`src/hw/rtl/pcs_pkg.sv`:
```
// shared types and constants for the pixel contrast stretch block
// no dependencies; used by the top level and its checker

package pcs_pkg;

	// field and datapath widths
	localparam int PixW      = 8;
	localparam int CfgIdxW   = 2;
	localparam int QuoW      = 8;
	localparam int DenW      = PixW + 1;
	localparam int NumW      = 17;
	localparam int DivStages = QuoW;
	localparam int Stages    = 2 + DivStages;

	localparam logic [PixW-1:0] PIX_MAX = {PixW{1'b1}};

	// configuration register indices
	typedef enum logic [CfgIdxW-1:0] {
		REG_LOW  = 2'd0,
		REG_MID  = 2'd1,
		REG_HIGH = 2'd2
	} cfg_reg_t;

	// which linear segment a pixel falls in
	typedef enum logic [1:0] {
		SEG_TWO = 2'd0,
		SEG_LOW = 2'd1,
		SEG_UP  = 2'd2
	} seg_t;

	// one word travelling through the divider stages
	typedef struct packed {
		logic            force_en;
		logic            force_hi;
		logic [NumW-1:0] rem;
		logic [DenW-1:0] den;
		logic [QuoW-1:0] quo;
	} div_word_t;

endpackage

```
`src/hw/rtl/pixel_contrast_stretch.sv`:
```
// pixel contrast stretch top level: segment select, numerator build and
// a restoring divider pipeline, one quotient bit per stage; uses pcs_pkg
//
// usage
//   config channel (cfg_valid/cfg_ready, cfg_index, cfg_data) sets the low,
//   mid and high levels; cfg_ready is always high, index 3 is ignored.
//   write the levels only while no word is in flight.
//   pixel channel (pixel_valid/pixel_stall, pixel_in) takes one word per
//   clock while pixel_stall is low; result channel (result_valid/result_stall,
//   pixel_out) gives one word for each pixel, in order.
// pipeline
//   one stage for the segment compare and subtract, one for the numerator,
//   eight for the divider (one quotient bit each). one word per cycle
//   sustained while result_stall is low.
// stalls
//   each stage holds its word while the stage after it is full and
//   stalled; empty stages still fill, so pixel_stall rises only once the
//   whole ten-stage pipe is full behind a stalled result.
// reset
//   arst_n clears all valid bits and sets low 0, mid 0, high 255.

module pixel_contrast_stretch (
	input  logic                          clk,
	input  logic                          arst_n,
	input  logic                          cfg_valid,
	output logic                          cfg_ready,
	input  logic [pcs_pkg::CfgIdxW-1:0]   cfg_index,
	input  logic [pcs_pkg::PixW-1:0]      cfg_data,
	input  logic                          pixel_valid,
	output logic                          pixel_stall,
	input  logic [pcs_pkg::PixW-1:0]      pixel_in,
	output logic                          result_valid,
	input  logic                          result_stall,
	output logic [pcs_pkg::PixW-1:0]      pixel_out
);

	localparam int PixW   = pcs_pkg::PixW;
	localparam int NumW   = pcs_pkg::NumW;
	localparam int QuoW   = pcs_pkg::QuoW;
	localparam int DivN   = pcs_pkg::DivStages;
	localparam int Stages = pcs_pkg::Stages;

	logic [PixW-1:0] low_q, mid_q, high_q;

	logic [1:Stages] vld_s;
	logic [1:Stages] en;

	// stage one registers
	logic              force_en_s1, force_hi_s1;
	pcs_pkg::seg_t     seg_s1;
	logic [PixW-1:0]   a_s1, d_s1;

	// stage one next values
	logic              force_en_nx, force_hi_nx;
	pcs_pkg::seg_t     seg_nx;
	logic [PixW-1:0]   a_nx, d_nx;

	// stage two and divider stages
	pcs_pkg::div_word_t dw_s2, dw_nx;
	pcs_pkg::div_word_t dv_s  [0:DivN-1];
	pcs_pkg::div_word_t dv_nx [0:DivN-1];

	logic [NumW-1:0] a_w, d_w;

	// configuration registers
	assign cfg_ready = 1'b1;

	always_ff @(posedge clk or negedge arst_n) begin
		if (!arst_n) begin
			low_q  <= '0;
			mid_q  <= '0;
			high_q <= pcs_pkg::PIX_MAX;
		end else if (cfg_valid && cfg_ready) begin
			case (pcs_pkg::cfg_reg_t'(cfg_index))
				pcs_pkg::REG_LOW:  low_q  <= cfg_data;
				pcs_pkg::REG_MID:  mid_q  <= cfg_data;
				pcs_pkg::REG_HIGH: high_q <= cfg_data;
				default: begin
				end
			endcase
		end
	end

	// stage enables: a stage moves when empty or when the next one moves
	always_comb begin
		en[Stages] = !vld_s[Stages] || !result_stall;
		for (int k = Stages - 1; k >= 1; k--) begin
			en[k] = !vld_s[k] || en[k+1];
		end
	end

	assign pixel_stall = !en[1];

	always_ff @(posedge clk or negedge arst_n) begin
		if (!arst_n) begin
			vld_s <= '0;
		end else begin
			if (en[1]) begin
				vld_s[1] <= pixel_valid;
			end
			for (int k = 2; k <= Stages; k++) begin
				if (en[k]) begin
					vld_s[k] <= vld_s[k-1];
				end
			end
		end
	end

	// segment choice, offset and span; saturated ends are flagged and their quotient replaced
	always_comb begin
		force_en_nx = 1'b0;
		force_hi_nx = 1'b0;
		seg_nx      = pcs_pkg::SEG_TWO;
		a_nx        = pixel_in - low_q;
		d_nx        = high_q - low_q;
		if (pixel_in <= low_q) begin
			force_en_nx = 1'b1;
		end else if (mid_q == '0) begin
			if (pixel_in >= high_q) begin
				force_en_nx = 1'b1;
				force_hi_nx = 1'b1;
			end
		end else if (pixel_in <= mid_q) begin
			seg_nx = pcs_pkg::SEG_LOW;
			d_nx   = mid_q - low_q;
		end else if (pixel_in < high_q) begin
			seg_nx = pcs_pkg::SEG_UP;
			a_nx   = pixel_in - mid_q;
			d_nx   = high_q - mid_q;
		end else begin
			force_en_nx = 1'b1;
			force_hi_nx = 1'b1;
		end
	end

	always_ff @(posedge clk) begin
		if (en[1]) begin
			force_en_s1 <= force_en_nx;
			force_hi_s1 <= force_hi_nx;
			seg_s1      <= seg_nx;
			a_s1        <= a_nx;
			d_s1        <= d_nx;
		end
	end

	// numerator with the rounding term folded in, denominator twice the span
	assign a_w = NumW'(a_s1);
	assign d_w = NumW'(d_s1);

	always_comb begin
		dw_nx          = '0;
		dw_nx.force_en = force_en_s1;
		dw_nx.force_hi = force_hi_s1;
		dw_nx.den      = {d_s1, 1'b0};
		case (seg_s1)
			pcs_pkg::SEG_TWO: dw_nx.rem = (a_w << 9) - (a_w << 1) + d_w;
			pcs_pkg::SEG_LOW: dw_nx.rem = (a_w << 8) + d_w;
			pcs_pkg::SEG_UP:  dw_nx.rem = (a_w << 8) + (d_w << 8) - d_w;
			default:          dw_nx.rem = '0;
		endcase
	end

	always_ff @(posedge clk) begin
		if (en[2]) begin
			dw_s2 <= dw_nx;
		end
	end

	// restoring divider, one quotient bit per stage, msb first
	always_comb begin
		pcs_pkg::div_word_t prev;
		logic [NumW-1:0]    sh;
		for (int j = 0; j < DivN; j++) begin
			prev = (j == 0) ? dw_s2 : dv_s[j-1];
			sh   = NumW'(prev.den) << (QuoW - 1 - j);
			dv_nx[j] = prev;
			if (prev.rem >= sh) begin
				dv_nx[j].rem               = prev.rem - sh;
				dv_nx[j].quo[QuoW - 1 - j] = 1'b1;
			end
			// saturated ends replace the quotient in the last stage
			if ((j == DivN - 1) && prev.force_en) begin
				dv_nx[j].quo = prev.force_hi ? pcs_pkg::PIX_MAX : '0;
			end
		end
	end

	always_ff @(posedge clk) begin
		for (int j = 0; j < DivN; j++) begin
			if (en[j+3]) begin
				dv_s[j] <= dv_nx[j];
			end
		end
	end

	// result word straight from the last stage
	assign result_valid = vld_s[Stages];
	assign pixel_out    = dv_s[DivN-1].quo;

endmodule

```
`config.mk`:
```
export PLATFORM = sky130hd
export DESIGN_NAME = pixel_contrast_stretch
export DESIGN_NICKNAME = d
export VERILOG_FILES = /design/src/hw/rtl/pcs_pkg.sv /design/src/hw/rtl/pixel_contrast_stretch.sv
export SDC_FILE = /design/constraint.sdc
export NUM_CORES = 1
export LEC_CHECK = 0
export BUFFER_PORTS_ARGS = -buffer_cell sky130_fd_sc_hd__buf_2
export CELL_PAD_IN_SITES_DETAIL_PLACEMENT = 1
export CELL_PAD_IN_SITES_GLOBAL_PLACEMENT = 2
export CORE_ASPECT_RATIO = 1.75
export CORE_MARGIN = 3
export CORE_UTILIZATION = 44
export DETAILED_ROUTE_END_ITERATION = 8
export MAX_ROUTING_LAYER = met4
export PLACE_DENSITY_LB_ADDON = 0.1
export SETUP_SLACK_MARGIN = 0.05
export SLEW_MARGIN = 20
export SYNTH_ARGS = -nofsm -noshare
export SYNTH_HDL_FRONTEND = slang
export SYNTH_SLANG_ARGS = --single-unit
```
`constraint.sdc`:
```
create_clock -name clk -period 4.2 [get_ports clk]
set_input_delay 0 -clock clk [delete_from_list [all_inputs] [get_ports clk]]
set_output_delay 0 -clock clk [all_outputs]
set_load 0.02 [all_outputs]
```
==> results.md <==
- Die Height: 269 um
- Worst hold slack: around 0.046 ns
- Final instance area: roughly 0.019 mm^2
- Die area: about 0.042 mm^2
- Area of the multi-input gates: between 0.007 and 0.008 mm^2
- CTS Sinks: between 300 and 400
- Mapped Area: around 0.017 mm^2
- WHS Path Cells: 4
- Core footprint: roughly 0.039 mm^2
- Sequential share of power: 35.3%
- Antenna violations before repair: 0
- R2R Path End: dv_s[1][63]
- FF+latch area: about 0.0090 mm^2
- Final max-slew violation count: 0
- Synth warn: 0
- Vias: 12000
- Number of global-route vias before repair: approximately 13000
- Met2 wire length: between 30 and 40 mm
- Int Power: 10.9 mW
- P_sw: roughly 7.5 mW
- Port bufs: 32
- DP Cell Count: just over 2000
- First-pass GRT wire length: approximately 72 mm
- CTS root buf: clkbuf_16
- Die width: between 150 and 200 um
- Clock Latency Late Sink: a little under 0.6 ns
- Placed inst area: approximately 0.018 mm^2
- WL met3: about 800 um
- Final Worst Setup Slack: around 0.99 ns
- Layout cell share with drive strength beyond 1: a little over a tenth
- CTS H-tree lvls: 1
- Antenna Cells: 0
- Total negative setup slack: 0 ns
- Mean Syn Cell Area: between 10 and 15 um^2
- Async S/R FF share, synth: 11.1%
- Filler instances: 4121
- Top sig layer: met4
- CP startpoint kind: register
- Detail Placement HPWL: around 38 mm
- Post-Synthesis Net Count: 1701
- Post-synth EDFFs: 272
- Reg2reg path depth: 8
- Worst Max-Slew Pin Slew: approximately 1.0 ns
- Remaining antenna violation count: 0
- Clock slew at reported path FFs: about 0.07 ns
- Minimum clock period after layout: 3.21 ns
- Comb pwr share: around 49%
- Avg Vias per Cell: 5.67
- Switch share: between 40% and 50%
- Drt total wl: about 48 mm
- Pwr/cell area: around 950 mW/mm^2
- Reg-to-Reg Start: dv_s[1][25]
- Maximum root-to-sink buffer count: 3
- Pleak: 7.85 nW
- Fmax: 0.311 GHz
- Unique masters post-synth: 79
- Number of synthesized register bits: 306
- Sequential-to-total area share from yosys stat: 52.0%
- CTS tree: built
- Hold Path Sink: a_s1[0]
- CP endpoint kind: register
- Nets: 1779
- Worst vdd ir: slightly below 0.4 mV
- RSZ-0062 raised after global routing: false
- Crit path kind: register to register
- Final Cycle Share: between 70% and 80%
- Finish-stage setup viols: 0
- Crit path arrival time: roughly 3.6 ns
- Gr usage total: between 20% and 30%
- Cts repair resizes: 0
- R2r setup slk: 0.99 ns
- Final Wtd Congestion: between 0.8 and 0.9
- Largest net degree at the start of global routing: 36
- Peak fanout along the critical path: 15
- Mapped Cells: between 1500 and 2000
- Min-delay src: pixel_in[0]
- DP Worst Slack: 0.916 ns
- Max capacitance violation total: 0
- WL/cell: roughly 23 um
- Ports: 34
- Metal1 wirelength: 13.9 mm
- GRT Residual Overflow: 0
- Starting Density: 44.8%
- CTS buffer count: 31
- Hold Vio Cnt, Final: 0
- TritonRoute pass-1 iters: 4
- DRC: 0
- Clock network power share: about 16%
- Clock Skew: around 0.022 ns
- DR iter-0 viols: 444
- Status: finished clean
- Critical Path RT: ~4.6 ns
- Row count: 95
- Layout area overhead: 11.7%
- Relative slew slack: 30.4%
- Top_reg_cell synth: edfxtp_1
- Layout Cells excl Fill: between 2000 and 2500
- Hold Crit Class: input pin to register
==> area by class of cell <==
cell class	instances	area share, %
Inverter	165	3.19
Clock inverter	25	1.31
Tap cell	485	3.13
Clock buffer	33	4.04
Sequential cell	306	46.5
Multi-Input combinational cell	1029	38.9
Timing Repair Buffer	77	2.91
==> power by group through the flow <==
| stage | registers (mW) | logic [mW] | clock network (mW) |
|---|---|---|---|
| floorplan | 6.00 | 6.62 | 0 |
| global placement | 6.46 | 8.84 | 0 |
| detailed placement | 6.55 | 9.05 | 0 |
| CTS | 6.49 | 9.15 | 2.91 |
| global route | 6.63 | 10.1 | 3.01 |
| finish | 6.48 | 9.02 | 2.84 |
==> worst max path at each step <==
stage / slack [ns] / endpoint / depth (start not counted) / startpoint
finish: 0.99 / dv_s[1][63] / 8 / dv_s[1][25]
global route: 0.75 / dv_s[1][100] / 7 / dv_s[1][57]
detailed placement: 0.92 / dv_s[1][63] / 9 / dv_s[1][14]
floorplan: 0.69 / dv_nx[261] / 7 / vld_s[10]
global placement: 0.94 / dv_s[1][63] / 8 / dv_s[1][25]
CTS: 0.90 / dv_s[1][63] / 9 / dv_s[1][14]
==> state kept, by name, indices dropped and copies added (netlist names), 10 cells and up <==
name	cells
dv_s	225
dw_s2	17
vld_s	10
dv_nx	10
==> routing by layer <==
metal / up-vias / track usage [%]
met3: 102 / 1.75
met4: 0 / 10.6
met5: - / -
li1: 5787 / -
met1: 5969 / 17.8
met2: 160 / 51.7
==> kinds of logic (layout without fill, tap and decap cells) <==
family                   count (synthesis)  count (layout)  share of synthesized area (%)
flip-flops                             306             306                           52.0
other                                    1               1                         0.0216
XOR/XNOR                                80              80                           4.03
multiplexers                            56              56                           3.51
AO/OA/AOI/OAI                          347             347                           12.7
buffers and inverters                  197             300                           4.55
AND/OR/NAND/NOR                        399             399                           12.2
adder cells (fa/ha/maj)                146             146                           11.0
==> synthesized netlist by cell type (8+ instances only) <==
master | count | area [um^2]
o21a_1 | 25 | 188
edfxtp_1 | 272 | 8170
or2_2 | 17 | 106
nand4_1 | 14 | 87.6
mux2i_1 | 17 | 170
o31a_1 | 13 | 114
nor3_1 | 36 | 180
mux2_2 | 39 | 439
o22ai_1 | 8 | 50.1
nor3b_1 | 8 | 60.1
o31ai_1 | 14 | 105
xor2_1 | 39 | 342
nor2b_1 | 25 | 156
xnor2_1 | 41 | 359
or3_1 | 15 | 93.8
o211ai_1 | 13 | 97.6
nand3_1 | 29 | 145
a21oi_1 | 91 | 455
ha_1 | 134 | 1680
fa_1 | 12 | 240
nor2_1 | 93 | 349
nand2_1 | 68 | 255
dfrtp_1 | 26 | 651
a211oi_1 | 19 | 143
nand2b_1 | 26 | 163
inv_1 | 163 | 612
o21ai_0 | 91 | 455
dfstp_2 | 8 | 210
clkbuf_1 | 14 | 52.6
a31oi_1 | 10 | 62.6
a21o_1 | 18 | 135
buf_4 | 10 | 75.1
nor4_1 | 14 | 87.6
and3_1 | 9 | 56.3
==> critical path, cell delays in order (launching register included) <==
cell and delay [ns]:
edfxtp_1 0.41, ha_1 0.39, nand4b_1 0.12, nor4b_1 0.81, buf_4 0.23, a211oi_1 0.10
and3_1 0.36, or4_1 0.57, nand3_1 0.09
==> through the flow <==
| step | util (%) | power, mW |
|---|---|---|
| after global routing | 50.1 | 19.7 |
| after detailed placement | 46.7 | 15.6 |
| after CTS | 50.1 | 18.6 |
| final | 50.1 | 18.3 |
| after floorplan | - | 12.6 |
| after global placement | 46.7 | 15.3 |
==> cell usage in the layout, fill, tap and decap left out, drive strengths merged, types with 9 or more instances in the layout <==
cell         synthesis  routed
o21a                25      25
or3                 15      15
nand2b              26      26
a21oi               91      91
o31a                13      13
clkinv               1      13
nor2                94      94
a211oi              19      19
o31ai               14      14
xnor2               41      41
mux2                39      39
clkbuf              14      33
nand2               69      69
a21o                18      18
nand3               29      29
and3                 9       9
nor2b               25      25
dlygate4sd3          0      27
nor3                36      36
o21ai               92      92
edfxtp             272     272
mux2i               17      17
o211ai              13      13
buf                 18      50
nand4               14      14
inv                164     168
dfrtp               26      26
xor2                39      39
a31oi               11      11
nor4                15      15
ha                 134     134
fa                  12      12
or2                 17      17
==> repair_timing <==
| action | in CTS | in global routing |
|---|---|---|
| endpoints found under the hold margin | 68 | 0 |
| hold buffers | 27 | 0 |
| buffers inserted | 0 | 0 |
Note: power is estimated with default switching activity, not from simulation.
